### src/hdl/mtv_pkg.sv
// mtv_pkg: shared constants, character codes, stack control type and cdata character
// lookup for the markup tag validator; no dependencies
`default_nettype none

package mtv_pkg;

	// default sizes for the top level parameters
	localparam int STACK_DEPTH_DEF  = 256;
	localparam int NAME_MAX_LEN_DEF = 9;

	// bits per packed name letter ('A' = 1 .. 'Z' = 26)
	localparam int LETTER_W = 5;

	// ascii codes the parser looks for
	localparam logic [7:0] CH_LT    = 8'h3C;
	localparam logic [7:0] CH_BANG  = 8'h21;
	localparam logic [7:0] CH_LBRK  = 8'h5B;
	localparam logic [7:0] CH_RBRK  = 8'h5D;
	localparam logic [7:0] CH_GT    = 8'h3E;
	localparam logic [7:0] CH_SLASH = 8'h2F;
	localparam logic [7:0] CH_A     = 8'h41;
	localparam logic [7:0] CH_Z     = 8'h5A;
	localparam logic [7:0] CH_C     = 8'h43;
	localparam logic [7:0] CH_D     = 8'h44;
	localparam logic [7:0] CH_T     = 8'h54;

	// length of "[CDATA[" after "<!"
	localparam logic [2:0] CD_LEN = 3'd7;

	// shift command for the row of stack cells
	typedef struct packed {
		logic push;
		logic pop;
	} stack_op_t;

	// expected character at each place of "[CDATA["
	function automatic logic [7:0] cd_char(input logic [2:0] idx);
		logic [7:0] ch;
		unique case (idx)
			3'd0: ch = CH_LBRK;
			3'd1: ch = CH_C;
			3'd2: ch = CH_D;
			3'd3: ch = CH_A;
			3'd4: ch = CH_T;
			3'd5: ch = CH_A;
			3'd6: ch = CH_LBRK;
			default: ch = CH_LBRK;
		endcase
		return ch;
	endfunction

endpackage

`default_nettype wire

### src/hdl/mtv_cell.sv
// mtv_cell: one entry of the shifting tag stack
// depends on mtv_pkg (stack_op_t)
`default_nettype none

module mtv_cell #(
	parameter int W = 49
) (
	input  wire logic              clk,
	input  wire mtv_pkg::stack_op_t op,
	input  wire logic [W-1:0]      prev_data,
	input  wire logic [W-1:0]      next_data,
	output logic      [W-1:0]      data
);

	logic [W-1:0] data_q;

	// push moves entries away from the top, pop moves them toward it
	always_ff @(posedge clk) begin
		if (op.push) begin
			data_q <= prev_data;
		end else if (op.pop) begin
			data_q <= next_data;
		end
	end

	assign data = data_q;

endmodule

`default_nettype wire

### config.mk
export PLATFORM = sky130hd
export DESIGN_NAME = mtv_cell
export DESIGN_NICKNAME = d
export VERILOG_FILES = /design/src/hdl/mtv_pkg.sv /design/src/hdl/mtv_cell.sv
export SDC_FILE = /design/constraint.sdc
export NUM_CORES = 1
export LEC_CHECK = 0
export ABC_CLOCK_PERIOD_IN_PS = 2200
export CAP_MARGIN = 20
export CORE_ASPECT_RATIO = 2
export CORE_UTILIZATION = 38
export DETAILED_ROUTE_END_ITERATION = 10
export DONT_BUFFER_PORTS = 1
export GPL_TIMING_DRIVEN = 0
export PLACE_DENSITY = 0.58
export SKIP_LAST_GASP = 1
export SLEW_MARGIN = 25
export SYNTH_ARGS = -nofsm -noshare
export SYNTH_HDL_FRONTEND = slang
export SYNTH_SLANG_ARGS = --single-unit
### constraint.sdc
create_clock -name clk -period 2.2 [get_ports clk]
set_input_delay 0.11 -clock clk [delete_from_list [all_inputs] [get_ports clk]]
set_output_delay 0.11 -clock clk [all_outputs]
set_load 0.05 [all_outputs]
== After elaboration in Yosys (flattened, before gate mapping) ==
Cells that the tools add are included.

* Bits of input ports: 101
* Output and inout bits: 49
* Flip-flop bits (word level): 49
* Logic and storage cells: 4

* Reductions and logical operators: 1
* Mux-type cells: 2

{| class="wikitable"
|+ Operators with widths
! operator !! count
|-
| 2-to-1 mux 49 bit || 2
|-
| nonzero test 2 bit || 1
|}

== Logic depth before layout (Yosys ltp) ==
* Depth after elaboration: 2
* Depth in mapped cells: 3
* Depth with buffers taken out: 1

== Worst setup path before layout ==
No wires, ideal clock.

* Path type: input to register
* Start point: input port op[1] (netlist name)
* End point: register data_q[0], in the netlist data[0] (enable)
* Slack: 0.277 ns
* Stages: 3
* Data arrival time: 1.513 ns
* Required time: 1.791 ns
* Cell sequence: buf_6 buf_12 or2_1

* Word-level cells in the longest chain between the ends: 1

{| class="wikitable"
|+ RTL lines
! element !! RTL line !! RTL
|-
| start: declaration || mtv_cell.sv:9 || <nowiki>input wire mtv_pkg::stack_op_t op,</nowiki>
|-
| nonzero test 2 bit (no line) || -- ||
|-
| end signal: assignment || mtv_cell.sv:20 || <nowiki>data_q <= prev_data;</nowiki>
|-
| end signal: assignment || mtv_cell.sv:22 || <nowiki>data_q <= next_data;</nowiki>
|-
| end: declaration || mtv_cell.sv:15 || <nowiki>logic [W-1:0] data_q;</nowiki>
|}

Every way passes these cells.
A chain may end at the register's enable or synchronous reset.

== Worst setup path after layout ==
* Start point: input port op[1] (netlist name)
* End point: register data_q[36], in the netlist data[36] (enable)

The elaborated chain is that of the path after synthesis.

==> results by stage <==
STA:
- Timing would allow up to slightly above 800 MHz.
- The worst max-slew margin expressed relative to the limit is 57.81%.
- The final max-slew violation count is 0.
- The minimum period implied by the final worst setup slack is approximately 1.2 ns.
- The final clock period utilization by the worst path is 55.01%.
- Setup repair after global routing left no endpoint under its margin.
- The slew at the pin closest to its max-slew limit is 0.6329 ns.
- After layout, the worst setup slack is 0.9898 ns.
- The hold violation total from the final report is 0.
- Setup violations remaining at the end of the flow were counted as 0.

Finish:
- The filler cells instantiated in the layout total a little over 500.
- After the flow finishes, the layout carries non-filler instances totaling 176.
- The number of flip-flops in the largest register is 49.
- The number of antenna cells inserted is 0.
- The total number of nets in the final design is about 210.
- The relative area change from synthesis to final layout is 10.28%.
- Cells with a size suffix above 1 make up 54.87% of the layout.

Pwr:
- The power density over the cells is 956.6 nW/µm².
- The worst-case IR drop observed on VDD is around 490 µV.
- In this run the static leakage power is 0.001035 µW.

Clocking:
- The number of CTS-inserted buffers is 5.
- In this run the number of H-tree levels came out at 2.
- The count of buffers added by post-CTS timing repair for setup is 0.
- The cell at the root of the clock tree is sky130_fd_sc_hd__clkbuf_16.
- The maximum buffer depth of the clock tree is 2.
- The number of resized instances in the post-cts repair step is 0.
- Clock-pin slew was measured on the worst setup and hold paths at 0.06 ns.
- The number of clock sinks is 49.
- The clock tree from TritonCTS is yes.
- For this design, the CTS-stage hold fixing added 0 buffers.

Placement:
- At the placement stage, the worst setup path has a slack of around 0.67 ns.
- The global placer's final weighted congestion is roughly 0.67.
- The cell count after placement is between 150 and 200.
- After legalization and detailed placement, the total HPWL measured around 2900 µm.
- The number of port buffers is 0.

Floorplanning:
- The die footprint is 6453 µm².
- For this configuration, the core starts out at a cell density of between 30% and 40%.
- The core area is just under 6000 µm².
- The floorplan step set the die height to between 100 and 150 µm.
- The I/O pin count is 150.
- In this run the horizontal extent of the chip is 57.31 µm.
- The placement row count is 40.

Global routing:
- The number of antenna violations at the first check in global routing is 0.
- The overall overflow remaining after global route is 0.
- The number of global-route vias before repair is 1003.
- The wire length of the first global-routing pass is 5106 µm.
- The global-route usage over all layers is between 10% and 20%.
- The maximum number of pins on one net before global-route repair is 27.

Route:
- The number of design-rule violations left by the first detailed-router iteration is 16.
- The DRC violations left is 11.
- The routed layout has around 960 vias.
- The first-pass iteration count of the detailed router is 7.
- After detailed routing, the number of vias per cell comes to around 5.4.
- Dividing the detail-routed wire length by the instance count gives 20.82 µm.
- The remaining number of nets flagged by the antenna check after routing is 0.
- The final routed wirelength across all metal layers is between 3000 and 4000 µm.

Logic synthesis:
- The number of distinct library cell variants in the gate-level netlist after synthesis is 5.
- The synthesis warning total is 0.
- The total nets after synthesis is 206.
- The mapped netlist covers 2325 µm².
- The synthesized design contains slightly below 50 register bits.
- The register area share after synthesis is 63.29%.
- The number of cells produced by synthesis is 105.
- Averaged over all synthesized cells, the footprint is 22.14 µm².

Job:
- The tool flagged a number of max-cap violations equal to 0.

Worst setup path:
- The worst setup path is captured at a flip-flop.
- The critical path startpoint category is an input pin.
- Data arrives at the worst endpoint at 1.20 ns.
- The worst setup path is of the input pin to flip-flop kind.
- For the worst setup path, the data required time is about 2.2 ns.
- The maximum fanout count along the critical path is 26.

Min path:
- The type of the worst min-delay path is input pin to flip-flop.

Status:
- The checks that failed: design-rule violations.
- The flow ran to the end, but the final reports show violations.
[cells in the mapped netlist]
cell	count	area [µm²]
sky130_fd_sc_hd__buf_6	1	11.26
sky130_fd_sc_hd__edfxtp_1	49	1471
sky130_fd_sc_hd__or2_1	1	6.260
sky130_fd_sc_hd__mux2_4	49	735.7
sky130_fd_sc_hd__buf_12	5	100.1
[stage by stage]
stage          power, µW  TNS (ns)  hold slack [ns]  instance area (µm²)  util (%)
4_1_cts             2492         0          0.02932                 2564     43.05
3_3_place_gp        1766    -4.903           0.3279                 2404     40.36
3_5_place_dp        1775         0           0.3296                 2431     40.82
5_1_grt             2531         0          0.02643                 2564     43.05
6_report            2453         0          0.03944                 2564     43.05
2_1_floorplan       1733         0           0.3275                 2325         -
[cell type report]
class	instances	area [µm²]	area share, %
flip-flops and latches	49	1471	57.39
multi-input cells	50	742.0	28.94
clock inverters	1	3.754	0.1464
plain buffers	6	111.4	4.344
repair buffers	1	27.53	1.074
well taps	63	78.83	3.075
clock buffers	6	128.9	5.027
[worst paths after layout]
path,startpoint,to,slack (ns),depth (start not counted)
max,op[1],data[36],0.99,4
min,prev_data[32],data[32],0.04,1
[cell usage in the layout, fill, tap and decap left out, drive strengths merged]
master / count
mux2: 49
edfxtp: 49
buf: 7
clkbuf: 6
or2: 1
clkinv: 1
[metal layers]
metal / global-route usage (%) / share of wire, %
met4: 5.366 / 2.5
met1: 10.59 / 30
met5: 0 / 0
met3: 4.378 / 11
met2: 20.00 / 56
[kinds of logic after synthesis]
kind of cell | Yosys count | synth area share, %
multiplexers | 49 | 31.65
flip-flops | 49 | 63.29
buffers and inverters | 6 | 4.790
AND/OR/NAND/NOR | 1 | 0.2693
[worst max-delay path, cell delays in order]
cell and delay (ns):
sky130_fd_sc_hd__buf_6 0.14, sky130_fd_sc_hd__buf_12 0.15, sky130_fd_sc_hd__or2_2 0.53, sky130_fd_sc_hd__buf_16 0.25
[power by group]
group          switching (µW)  internal [µW]  leakage, µW
Clock                     290            411    0.0000644
Combinational            62.7            130     0.000471
Sequential                399           1160     0.000499
Power figures use the tool's default switching activity.
