`src/hdl/mtv_pkg.sv`:
```
// mtv_pkg: shared constants, character codes, stack control type and cdata character
// lookup for the markup tag validator; no dependencies
`default_nettype none

package mtv_pkg;

	// default sizes for the top level parameters
	localparam int STACK_DEPTH_DEF  = 256;
	localparam int NAME_MAX_LEN_DEF = 9;

	// bits per packed name letter ('A' = 1 .. 'Z' = 26)
	localparam int LETTER_W = 5;

	// ascii codes the parser looks for
	localparam logic [7:0] CH_LT    = 8'h3C;
	localparam logic [7:0] CH_BANG  = 8'h21;
	localparam logic [7:0] CH_LBRK  = 8'h5B;
	localparam logic [7:0] CH_RBRK  = 8'h5D;
	localparam logic [7:0] CH_GT    = 8'h3E;
	localparam logic [7:0] CH_SLASH = 8'h2F;
	localparam logic [7:0] CH_A     = 8'h41;
	localparam logic [7:0] CH_Z     = 8'h5A;
	localparam logic [7:0] CH_C     = 8'h43;
	localparam logic [7:0] CH_D     = 8'h44;
	localparam logic [7:0] CH_T     = 8'h54;

	// length of "[CDATA[" after "<!"
	localparam logic [2:0] CD_LEN = 3'd7;

	// shift command for the row of stack cells
	typedef struct packed {
		logic push;
		logic pop;
	} stack_op_t;

	// expected character at each place of "[CDATA["
	function automatic logic [7:0] cd_char(input logic [2:0] idx);
		logic [7:0] ch;
		unique case (idx)
			3'd0: ch = CH_LBRK;
			3'd1: ch = CH_C;
			3'd2: ch = CH_D;
			3'd3: ch = CH_A;
			3'd4: ch = CH_T;
			3'd5: ch = CH_A;
			3'd6: ch = CH_LBRK;
			default: ch = CH_LBRK;
		endcase
		return ch;
	endfunction

endpackage

`default_nettype wire

```
`src/hdl/mtv_parser.sv`:
```
// mtv_parser: per-word parse state machine, name capture and stack count
// depends on mtv_pkg (character codes, cd_char, stack_op_t)
`default_nettype none

module mtv_parser #(
	parameter int STACK_DEPTH  = mtv_pkg::STACK_DEPTH_DEF,
	parameter int NAME_MAX_LEN = mtv_pkg::NAME_MAX_LEN_DEF,
	localparam int LETTERS_W   = mtv_pkg::LETTER_W * NAME_MAX_LEN,
	localparam int LEN_W       = $clog2(NAME_MAX_LEN + 1),
	localparam int ENTRY_W     = LETTERS_W + LEN_W
) (
	input  wire logic               clk,
	input  wire logic               arst_n,
	input  wire logic               accept,
	input  wire logic [7:0]         text_byte,
	input  wire logic               last_byte,
	input  wire logic [ENTRY_W-1:0] top_entry,
	output mtv_pkg::stack_op_t      op,
	output logic      [ENTRY_W-1:0] push_entry,
	output logic                    result
);

	localparam int CNT_W = $clog2(STACK_DEPTH + 1);

	typedef enum logic [3:0] {
		M_START,
		M_CONTENT,
		M_LT,
		M_CD_PREFIX,
		M_CD_BODY,
		M_OPEN_NAME,
		M_CLOSE_NAME,
		M_DONE,
		M_ERROR
	} mode_t;

	mode_t                mode_q, mode_d;
	logic [2:0]           idx_q, idx_d;
	logic [1:0]           run_q, run_d;
	logic [LETTERS_W-1:0] letters_q, letters_d;
	logic [LEN_W-1:0]     len_q, len_d;
	logic [CNT_W-1:0]     cnt_q, cnt_d;
	logic                 root_q, root_d;
	mtv_pkg::stack_op_t   op_raw;

	logic                         is_upper;
	logic [7:0]                   letter_v;
	logic [mtv_pkg::LETTER_W-1:0] letter_code;
	logic                         name_full;
	logic [LETTERS_W-1:0]         appended;
	logic [LETTERS_W-1:0]         top_letters;
	logic [LEN_W-1:0]             top_len;

	// letter decode and name append
	assign is_upper    = (text_byte >= mtv_pkg::CH_A) && (text_byte <= mtv_pkg::CH_Z);
	assign letter_v    = text_byte - mtv_pkg::CH_A + 8'd1;
	assign letter_code = letter_v[mtv_pkg::LETTER_W-1:0];
	assign name_full   = (len_q >= LEN_W'(NAME_MAX_LEN));
	assign appended    = (letters_q << mtv_pkg::LETTER_W) | LETTERS_W'(letter_code);
	assign top_letters = top_entry[ENTRY_W-1:LEN_W];
	assign top_len     = top_entry[LEN_W-1:0];

	// next state for one word
	always_comb begin
		mode_d    = mode_q;
		idx_d     = idx_q;
		run_d     = run_q;
		letters_d = letters_q;
		len_d     = len_q;
		cnt_d     = cnt_q;
		root_d    = root_q;
		op_raw    = '0;
		unique case (mode_q)
			M_START: begin
				if (text_byte == mtv_pkg::CH_LT) mode_d = M_LT;
				else mode_d = M_ERROR;
			end
			M_CONTENT: begin
				if (text_byte == mtv_pkg::CH_LT) mode_d = M_LT;
			end
			M_LT: begin
				if (text_byte == mtv_pkg::CH_BANG) begin
					if (cnt_q == '0) begin
						mode_d = M_ERROR;
					end else begin
						idx_d  = '0;
						mode_d = M_CD_PREFIX;
					end
				end else if (text_byte == mtv_pkg::CH_SLASH) begin
					letters_d = '0;
					len_d     = '0;
					mode_d    = M_CLOSE_NAME;
				end else if (is_upper) begin
					if (cnt_q == '0 && root_q) begin
						mode_d = M_ERROR;
					end else begin
						letters_d = LETTERS_W'(letter_code);
						len_d     = LEN_W'(1);
						mode_d    = M_OPEN_NAME;
					end
				end else begin
					mode_d = M_ERROR;
				end
			end
			M_CD_PREFIX: begin
				if (text_byte == mtv_pkg::cd_char(idx_q)) begin
					idx_d = idx_q + 3'd1;
					if (idx_q == mtv_pkg::CD_LEN - 3'd1) begin
						run_d  = '0;
						mode_d = M_CD_BODY;
					end
				end else begin
					mode_d = M_ERROR;
				end
			end
			M_CD_BODY: begin
				if (text_byte == mtv_pkg::CH_RBRK) begin
					if (run_q != 2'd2) run_d = run_q + 2'd1;
				end else if (text_byte == mtv_pkg::CH_GT && run_q == 2'd2) begin
					run_d  = '0;
					mode_d = M_CONTENT;
				end else begin
					run_d = '0;
				end
			end
			M_OPEN_NAME: begin
				if (is_upper) begin
					if (name_full) begin
						mode_d = M_ERROR;
					end else begin
						letters_d = appended;
						len_d     = len_q + LEN_W'(1);
					end
				end else if (text_byte == mtv_pkg::CH_GT && len_q != '0) begin
					if (cnt_q >= CNT_W'(STACK_DEPTH)) begin
						mode_d = M_ERROR;
					end else begin
						op_raw.push = 1'b1;
						cnt_d       = cnt_q + CNT_W'(1);
						root_d      = 1'b1;
						mode_d      = M_CONTENT;
					end
				end else begin
					mode_d = M_ERROR;
				end
			end
			M_CLOSE_NAME: begin
				if (is_upper) begin
					if (name_full) begin
						mode_d = M_ERROR;
					end else begin
						letters_d = appended;
						len_d     = len_q + LEN_W'(1);
					end
				end else if (text_byte == mtv_pkg::CH_GT && len_q != '0 && cnt_q != '0 &&
						top_letters == letters_q && top_len == len_q) begin
					op_raw.pop = 1'b1;
					cnt_d      = cnt_q - CNT_W'(1);
					mode_d     = (cnt_q == CNT_W'(1)) ? M_DONE : M_CONTENT;
				end else begin
					mode_d = M_ERROR;
				end
			end
			M_DONE: mode_d = M_ERROR;
			M_ERROR: mode_d = M_ERROR;
			default: mode_d = M_ERROR;
		endcase
	end

	// stack command and verdict for the accepted word
	assign op.push    = accept & op_raw.push;
	assign op.pop     = accept & op_raw.pop;
	assign push_entry = {letters_q, len_q};
	assign result     = (mode_d == M_DONE) && root_d && (cnt_d == '0);

	// parse state; the last word of a text returns everything to reset values
	always_ff @(posedge clk or negedge arst_n) begin
		if (!arst_n) begin
			mode_q    <= M_START;
			idx_q     <= '0;
			run_q     <= '0;
			letters_q <= '0;
			len_q     <= '0;
			cnt_q     <= '0;
			root_q    <= 1'b0;
		end else if (accept) begin
			if (last_byte) begin
				mode_q    <= M_START;
				idx_q     <= '0;
				run_q     <= '0;
				letters_q <= '0;
				len_q     <= '0;
				cnt_q     <= '0;
				root_q    <= 1'b0;
			end else begin
				mode_q    <= mode_d;
				idx_q     <= idx_d;
				run_q     <= run_d;
				letters_q <= letters_d;
				len_q     <= len_d;
				cnt_q     <= cnt_d;
				root_q    <= root_d;
			end
		end
	end

`ifndef ASSERT_OFF
	a_push_pop_excl: assert property (@(posedge clk) disable iff (!arst_n)
		!(op.push && op.pop))
		else $error("stack push and pop in the same cycle");

	a_no_overflow_push: assert property (@(posedge clk) disable iff (!arst_n)
		op.push |-> cnt_q < CNT_W'(STACK_DEPTH))
		else $error("push into a full stack");

	a_no_empty_pop: assert property (@(posedge clk) disable iff (!arst_n)
		op.pop |-> cnt_q != '0)
		else $error("pop from an empty stack");

	a_push_counts: assert property (@(posedge clk) disable iff (!arst_n)
		(op.push && !last_byte) |=> cnt_q == $past(cnt_q) + CNT_W'(1))
		else $error("stack count did not follow a push");

	a_done_empty: assert property (@(posedge clk) disable iff (!arst_n)
		(mode_q == M_DONE) |-> (cnt_q == '0 && root_q))
		else $error("root closed with open tags left");
`endif

endmodule

`default_nettype wire

```
`config.mk`:
```
export PLATFORM = sky130hd
export DESIGN_NAME = mtv_parser
export DESIGN_NICKNAME = d
export VERILOG_FILES = /design/src/hdl/mtv_pkg.sv /design/src/hdl/mtv_parser.sv
export SDC_FILE = /design/constraint.sdc
export NUM_CORES = 1
export LEC_CHECK = 0
export ABC_AREA = 1
export BUFFER_PORTS_ARGS = -buffer_cell sky130_fd_sc_hd__buf_2
export CAP_MARGIN = 10
export CORE_MARGIN = 5
export CORE_UTILIZATION = 45
export CTS_CLUSTER_SIZE = 40
export DETAILED_ROUTE_END_ITERATION = 10
export HOLD_SLACK_MARGIN = 0.15
export PLACE_DENSITY_LB_ADDON = 0.3
export SKIP_LAST_GASP = 1
export SLEW_MARGIN = 25
export SYNTH_ARGS = -nofsm -noshare
export SYNTH_HDL_FRONTEND = slang
export SYNTH_SLANG_ARGS = --single-unit
```
`constraint.sdc`:
```
create_clock -name clk -period 2.6 [get_ports clk]
set_input_delay 0.52 -clock clk [delete_from_list [all_inputs] [get_ports clk]]
set_output_delay 0.52 -clock clk [all_outputs]
set_load 0.01 [all_outputs]
```
; ---- Word level (Yosys, flattened, before mapping)
; Cells that the tools add are included.
; Widths: inputs -> output; s select.
[totals]
register_bits = 68
inputBits = 61
[op_classes]
n_addsub = 7
n_lt_le_gt_ge = 4
n_eq_ne = 34
n_mux = 68
n_bitwise = 3
n_reduce_logical = 22
[ops]
columns = cell, n
row1 = $mux 45, 7
row2 = $mux 4, 25
row3 = $pmux 45 s2, 1
row4 = $mux 9, 6
row5 = $eq 45x45->1, 1
row6 = $or 45x5->45, 1
row7 = $eq 8x6->1 const B, 4
row8 = $pmux 4 s7, 1
row9 = $pmux 5 s4, 1
row10 = $logic_not 9->1, 2
row11 = $ne 3x3->1 const B, 6
row12 = $pmux 9 s2, 1
row13 = $eq 4x3->1 const B, 4
row14 = $mux 3, 5
row15 = $mux 1, 12
row16 = $ne 4x4->1 const B, 3
row17 = $mux 2, 5
row18 = $reduce_and 5->1, 2
row19 = $add 9x1->9 const B, 1
row20 = $eq 3x3->1 const B, 3
row21 = $eq 9x1->1 const B, 1
row22 = $ge 9x9->1 const B, 1
row23 = $logic_and 1x1->1, 9
row24 = $reduce_bool 3->1, 3
row25 = 29 further kinds, 33

; ---- Depth between registers and ports, before layout
; Gate-level depths: netlist of the first run.
[logic_depth]
word_depth = 11
depth_mapped = 20
ltp_nobuf = 20

; ---- Worst setup path before layout of the first run
; Ideal clock, no wire load.
[synth_timing]
path_kind = reg-to-output
from = register len_q[0]
to = output result
arrival_time_ns = 2.083
required_ns = 2.080
setup_slack_ns = -0.003
stages_incl_launch_ff = 18
n_path_buf = 0
path_cell_list = dfrtp_1 > inv_1 > ha_1 > inv_1 > nor2_1 > nand2_1 > nand3_2 > nor2_1 > nand2_1 > nor2_4 > nand3_2 > nand2_1 > nand2_1 > a21oi_2 > nand3_1 > nor2_1 > nand3_1 > nor2_1
[synth_between]
elab_chain_len = 11
elab_cells_between_ends = 25
classes_between = 1 x order compare / 2 x eq/ne / 14 x mux / 8 x reduce/logical
[synth_lines]
columns = element, line_no
row1 = start: declaration, mtv_parser.sv:41  ; logic [LEN_W-1:0] len_q, len_d;
row2 = start signal: assignment, mtv_parser.sv:200  ; len_q <= len_d;
row3 = $reduce_bool 4->1, "mtv_parser.sv:134, mtv_parser.sv:155"
row4 = $logic_and 1x1->1, "mtv_parser.sv:134, mtv_parser.sv:155"
row5 = $logic_and 1x1->1 (2 in series), mtv_parser.sv:155  ; end else if (text_byte == mtv_pkg::CH_GT && len_q != '0 && cnt_q != '0 &&
row6 = $logic_and 1x1->1, mtv_parser.sv:156  ; top_letters == letters_q && top_len == len_q) begin
row7 = $mux 4, mtv_parser.sv:155
row8 = $mux 4, mtv_parser.sv:148  ; if (is_upper) begin
row9 = $pmux 4 s7, mtv_parser.sv:73  ; unique case (mode_q)
row10 = $eq 4x3->1, mtv_parser.sv:174  ; assign result = (mode_d == M_DONE) && root_d && (cnt_d == '0);
row11 = $logic_and 1x1->1, mtv_parser.sv:174
row12 = $logic_and 1x1->1 (*), mtv_parser.sv:174
row13 = end: declaration, mtv_parser.sv:20  ; output logic result
; Every way passes the cells marked *; elsewhere a longest branch is shown, timed or not.

; ---- Final worst setup path of the first run
; Ends and elaborated chain as after synthesis.

==> results of run 1 <==
placed cells by master (no fill, tap or decap), types with 4 or more instances in the layout:
cell and count:
o22ai_1 6, nand2_1 237, inv_1 123, nand3_2 9, dfrtp_2 4, buf_4 163, and2_1 4, inv_4 4
nor2_1 85, nor2_2 22, o21ai_0 60, ha_1 6, xor2_1 15, buf_2 112, nand3_1 81, dfrtp_1 64
o21ai_1 13, ha_4 4, nand2_2 18, nand4_1 18, a21oi_1 7, inv_2 17, clkbuf_16 9, nor3_1 10
nor2_4 12
what timing repair did:
| item | 4_1_cts | 5_1_grt |
|---|---|---|
| endpoints found under the setup margin | 2 | 3 |
| buffers inserted | 12 | 8 |
| gates resized for setup | 42 | 61 |
| pin swaps | 25 | 33 |
final cells by class:
type | count | area share [%]
Timing Repair Buffer | 279 | 23.39
Inverter | 144 | 6.940
Clock buffer | 13 | 3.281
Sequential cell | 68 | 21.51
Multi-Input combinational cell | 639 | 42.29
Tap cell | 147 | 2.319
Clock inverter | 3 | 0.2681
power by group:
part / internal (mW) / switching [mW]
Combinational: 0.182 / 0.270
Clock: 0.698 / 0.473
Sequential: 1.07 / 0.0115
Total: 1.95 / 0.755
routing by layer:
layer  wire, µm  share of wire (%)  global-route usage (%)
met5          0                  0                       0
met4        339                1.9                   9.162
met3       1000                5.6                   3.609
met2       8624                 48                   42.66
met1       8013                 45                   33.58
stage by stage:
stage	setup TNS [ns]	std cells	hold WS (ns)	power, mW
after floorplan	0	869	0.2244	1.303
after global placement	-0.3592	1257	0.4774	1.516
after detailed placement	-0.4382	1257	0.4894	1.522
after CTS	-0.6225	1285	0.2211	2.695
after global routing	-0.8860	1293	0.2362	2.808
final	-0.6203	1293	0.1982	2.708
how the worst max path moves through the flow:
stage,startpoint,to,cells after the start
finish,len_q[0]$_DFFE_PN0P_,result,18
global route,len_q[0]$_DFFE_PN0P_,result,14
CTS,idx_q[0]$_DFFE_PN0P_,result,20
detailed placement,text_byte[3],result,16
global placement,text_byte[0],result,17
floorplan,len_q[1]$_DFFE_PN0P_,result,17
registers in the layout, summed over array words and instances (netlist names):
signal	count
letters_q	45
cnt_q	9
len_q	4
mode_q	4
idx_q	3
run_q	2
root_q	1
cells by family (layout without fill, tap and decap cells):
group | Yosys count | count (layout) | synth area share, %
buffers and inverters | 162 | 439 | 11.95
xor gates and xnor gates | 18 | 18 | 2.923
AOI/OAI and AO/OA | 100 | 100 | 10.09
adders and majority gates | 11 | 11 | 2.552
and+or+nand+nor | 510 | 510 | 40.94
DFF | 68 | 68 | 31.55
==> flow_metrics.py, run 1 <==
metrics = {
    "run_status": {
        "status": "finished, violations left",
        "violations": "negative setup slack",
    },
    "logic_synthesis": {
        "yosysWarningCount": 0,
        "syn_area_mm2": 0.005394,
        "synth_top_area_share_pct": 31.55,
        "synth.net_count": 941,
        "yosys.area.top_type": "dfrtp_1",
        "synthFlopType": "dfrtp_1",
        "syn_inst": 869,
        "synth.area.top_cells": "dfrtp_1, nand2_1, inv_1",
        "avgSynthCellArea_um2": 6.207,
        "synth.distinct_cells": 40,
        "synth_common_cells": "nand2_1, inv_1, nor2_1",
        "yosysMostFrequentCell": "nand2_1",
        "synth_edf_count": 0,
        "ys_seq_elements": 68,
        "seq_area_frac_synth_pct": 31.55,
        "synthArstFlopShare_pct": 100.0,
    },
    "critical_path": {
        "r2r_start": "mode_q[0]$_DFFE_PN0P_",
        "ff2ff_setup_slack_ns": 0.21,
        "critical-path-top-delay-family": "simple AND/OR/NAND/NOR gates",
        "max_stage_delay_ns": 0.36,
        "crit_buf_inv": 3,
        "cp_cell_sequence": "inv_2, ha_2, inv_2, nor2_4, nand2_2, nand3_4, nor2_4, nand2_2, nor2_4, nand3_4, nand2_2, nand2_1, a21oi_4, nand3_1, nor2_2, nand3_1, nor2_1, buf_2",
        "critPathMaxFanout": 3,
        "timing.rr.end": "len_q[0]$_DFFE_PN0P_",
        "cp_data_arrival_time_ns": 2.57,
        "required_ns": 2.08,
        "worstSetupPathType": "flop to output port",
        "slowest_stage": "dfrtp_2",
        "r2r_cells": 14,
        "end_kind": "output port",
        "worstSetupStartpointType": "flop",
    },
    "die": {
        "dieArea_mm2": 0.01428,
        "start_util_pct": 45.47,
        "rows": 40,
        "die_w_um": 119.5,
        "pin_count": 113,
        "fp.dieH_um": 119.5,
        "coreArea_mm2": 0.01186,
    },
    "sta": {
        "finalClockSkew_ns": 0.005709,
        "rsz0062_at_grt": "yes",
        "finalMaxSlewViolations": 0,
        "hold_violations": 0,
        "clock.fmax_mhz": 324.1,
        "setup_viol": 2,
        "slew_headroom_pct": 67.86,
        "finalWorstSetupSlack_ns": -0.4852,
        "fin_crit_ns": 3.085,
        "post-route-period-util_pct": 118.7,
        "worst_pin_slew_ns": 0.4820,
    },
    "cts": {
        "cts_hold_buf": 0,
        "root_buffer": "clkbuf_16",
        "tritoncts": "built",
        "numClockSinks": 68,
        "clkLatencyLatePin_ns": 0.34,
        "cts_max_level": 3,
        "cts_buffer_depth": 2,
        "cts_made_buffers": 9,
        "clk_pin_slew_ns": 0.06,
    },
    "power": {
        "p_per_area_mw_per_mm2": 341.4,
        "p_leak_nw": 4.247,
        "max-vdd-ir-drop_uv": 235.2,
    },
    "placed_design": {
        "dpl_worst_slack_ns": -0.4382,
        "portBuffers": 112,
        "place_area_mm2": 0.007184,
        "place_congestion": 0.9743,
        "dp_hpwl_um": 13830,
    },
    "detailed_routing": {
        "postRouteAntennaNets": 0,
        "wl_per_cell_um": 13.90,
        "drtIter0Drc": 556,
        "vias": 6557,
        "viasPerCell": 5.071,
        "routed_wirelength_um": 17980,
        "drcViolationCount": 0,
        "dr.pass1.iters": 5,
    },
    "finish": {
        "post-route-util_pct": 66.88,
        "nets": 1213,
        "area_growth_pct": 47.07,
        "fillers": 1006,
        "multi_input_area_mm2": 0.003354,
        "regArea_mm2": 0.001707,
        "num_antenna_cells": 0,
        "post-route-cell-area_mm2": 0.007933,
        "drive_above_1_share_pct": 35.25,
    },
    "global_route": {
        "grt_pass1_vias": 6303,
        "grt_pass1_wl_um": 29590,
        "antenna_found_initial": 0,
        "grt_overflow": 0,
        "grt_max_degree": 69,
        "track_usage_pct": 25.48,
    },
    "flow_run": {
        "drv_cap": 0,
    },
    "min_path": {
        "hp-class": "primary input to async pin",
    },
}
Power figures use the tool's default switching activity.
==> run 2: changes to the inputs <==
Settings changed: CORE_MARGIN 5 to default, GPL_ROUTABILITY_DRIVEN from default to 0, SKIP_CTS_REPAIR_TIMING from default to 1.
==> run 2 against run 1 <==
  * The run ends with design-rule violations, negative setup slack left
  * Routed wire length shrank 5.1%
  * Sequential power is essentially flat
  * Cell count shrank 1.5%
  * Fmax shrank 0.99%
  * Design area shrank 2.7%
  * Combinational power is essentially flat
  * Flip-flop and latch count is the same
  * First-iteration DRC count shrank 8.8%
  * Critical endpoint unchanged
  * Largest cell class unchanged
  * Largest power group unchanged
==> flow_metrics.py, run 2 (synthesis results as in run 1) <==
metrics = {
    "global_route": {
        "grt_pass1_vias": 5986,
        "track_usage_pct": 27.66,
        "grt_overflow": 0,
        "grt_max_degree": 69,
        "antenna_found_initial": 0,
        "grt_pass1_wl_um": 27660,
    },
    "power": {
        "p_leak_nw": 4.159,
        "max-vdd-ir-drop_uv": 257.2,
        "clkPwrFrac_pct": 43.3,
        "pwr-share-comb_pct": 16.8,
        "p_per_area_mw_per_mm2": 351.7,
        "power.net_switching_uw": 754.8,
        "netSwitchingFraction_pct": 27.81,
        "seqPwrFrac_pct": 39.9,
        "p_int_mw": 1.959,
    },
    "sta": {
        "fin_crit_ns": 3.116,
        "fin_setup_tns_ns": -0.5463,
        "rsz0062_at_grt": "yes",
        "whs_ns": 0.2001,
        "finalMaxSlewViolations": 0,
        "hold_violations": 0,
        "setup_viol": 2,
        "post-route-period-util_pct": 119.9,
        "finalClockSkew_ns": 0.01034,
        "worst_pin_slew_ns": 0.4908,
        "clock.fmax_mhz": 320.9,
        "slew_headroom_pct": 67.16,
        "finalWorstSetupSlack_ns": -0.5162,
    },
    "finish": {
        "area_growth_pct": 43.08,
        "multi_input_area_mm2": 0.003261,
        "nets": 1197,
        "final_cells": 1273,
        "largest_registers": "letters_q: 45 flops, cnt_q: 9 flops",
        "drive_above_1_share_pct": 32.65,
        "regArea_mm2": 0.001704,
        "largest_register_ffs": 45,
        "top_register": "letters_q",
        "mostFrequentLayoutCells": "nand2_1, buf_4, inv_1",
        "final_common_cell": "nand2_1",
        "post-route-cell-area_mm2": 0.007717,
        "fillers": 1017,
        "num_antenna_cells": 0,
    },
    "detailed_routing": {
        "viasPerCell": 5.143,
        "dr.pass1.iters": 10,
        "drcViolationCount": 8,
        "vias": 6547,
        "routed_wirelength_um": 17050,
        "wl_per_cell_um": 13.40,
        "drtIter0Drc": 507,
        "postRouteAntennaNets": 0,
    },
    "die": {
        "rows": 39,
        "fp.dieH_um": 111.5,
        "die_w_um": 111.5,
        "coreArea_mm2": 0.01156,
        "start_util_pct": 46.64,
        "pin_count": 113,
        "dieArea_mm2": 0.01243,
    },
    "run_status": {
        "status": "finished, violations left",
        "violations": "design-rule violations, negative setup slack",
    },
    "placed_design": {
        "placedCellCount": 1251,
        "portBuffers": 112,
        "dp_hpwl_um": 12790,
        "place_area_mm2": 0.007177,
        "dpl_worst_slack_ns": -0.4039,
    },
    "cts": {
        "cts_made_buffers": 9,
        "tritoncts": "built",
        "clk_pin_slew_ns": 0.05,
        "cts_max_level": 3,
        "cts_buffer_depth": 2,
        "clkLatencyLatePin_ns": 0.35,
        "numClockSinks": 68,
        "root_buffer": "clkbuf_16",
    },
    "critical_path": {
        "required_ns": 2.08,
        "critPathMaxFanout": 4,
        "max_stage_delay_ns": 0.41,
        "ff2ff_setup_slack_ns": 0.25,
        "slowest_stage": "dfrtp_2",
        "cp_data_arrival_time_ns": 2.60,
        "r2r_cells": 15,
        "crit_buf_inv": 5,
        "worstSetupPathType": "flop to output port",
        "end_kind": "output port",
        "worstSetupStartpointType": "flop",
        "cp_cell_sequence": "inv_2, ha_2, inv_2, nor2_2, nand2_2, nand3_4, nor2_2, nand2_1, nor2_4, buf_4, nand3_1, nand2_1, nand3_2, nand3_2, nor2_4, nand2_1, inv_1, nand3_2, nor2_2, buf_2",
        "critical-path-top-delay-family": "simple AND/OR/NAND/NOR gates",
        "timing.rr.end": "len_q[0]$_DFFE_PN0P_",
        "r2r_start": "mode_q[2]$_DFFE_PN0P_",
    },
    "min_path": {
        "hp-class": "primary input to async pin",
    },
    "flow_run": {
        "drv_cap": 0,
    },
}
-- run 2: cell count changes in the layout (fill, tap and decap cells not counted), moves of 4 or more --
cell	previous run	this run
nand2_1	237	244
nand2_2	18	13
nor2_2	22	18
nor2_1	85	92
buf_4	163	147
-- run 2: worst max-delay path by stage --
stage / start / endpoint / slack [ns] / cells past startpoint
2_1_floorplan: len_q[1]$_DFFE_PN0P_ / result / 0.04 / 17
3_3_place_gp: text_byte[2] / result / -0.42 / 15
3_5_place_dp: text_byte[7] / result / -0.40 / 14
4_1_cts: len_q[0]$_DFFE_PN0P_ / result / -0.60 / 17
5_1_grt: cnt_q[5]$_DFFE_PN0P_ / result / -0.69 / 16
6_report: len_q[0]$_DFFE_PN0P_ / result / -0.52 / 20
-- run 2: layer usage --
layer	up-vias	global-route usage, %	part of all wire [%]
met5	-	0	0
met3	44	4.845	6.8
met4	0	10.63	2.6
met1	2990	37.42	45
li1	3260	-	-
met2	253	44.17	46
-- run 2: final cells by class --
class                      count  share of cell area (%)
timing repair buffer         263                   22.60
clock buffer                  13                   3.372
inverter                     144                   7.101
multi-input combinational    639                   42.25
clock inverter                 3                  0.2756
sequential                    68                   22.08
tap                          143                   2.318
-- run 2: power groups by stage --
stage                     Combinational [mW]  Clock, mW  Sequential (mW)
final                                  0.455       1.17             1.08
after global routing                   0.504       1.24             1.09
after CTS                              0.437       1.18             1.08
after detailed placement               0.433          0             1.10
after global placement                 0.428          0             1.10
after floorplan                        0.193          0             1.11
-- run 2: worst register-to-register path, cell delays in order (launching register included) --
cell      delay [ns]
dfrtp_1         0.42
inv_2           0.06
nor2_2          0.16
nand3_2         0.11
inv_2           0.13
buf_4           0.16
nor2_4          0.06
inv_2           0.06
buf_4           0.11
nor3_1          0.05
a211oi_2        0.23
nand2_2         0.13
inv_6           0.19
buf_4           0.20
o211ai_1        0.09
o21ai_1         0.12
-- run 2: through the flow --
stage          total power [mW]  utilization (%)
2_1_floorplan             1.303                -
3_3_place_gp              1.529            62.06
3_5_place_dp              1.535            62.06
4_1_cts                   2.704            64.49
5_1_grt                   2.827            66.73
6_report                  2.714            66.73
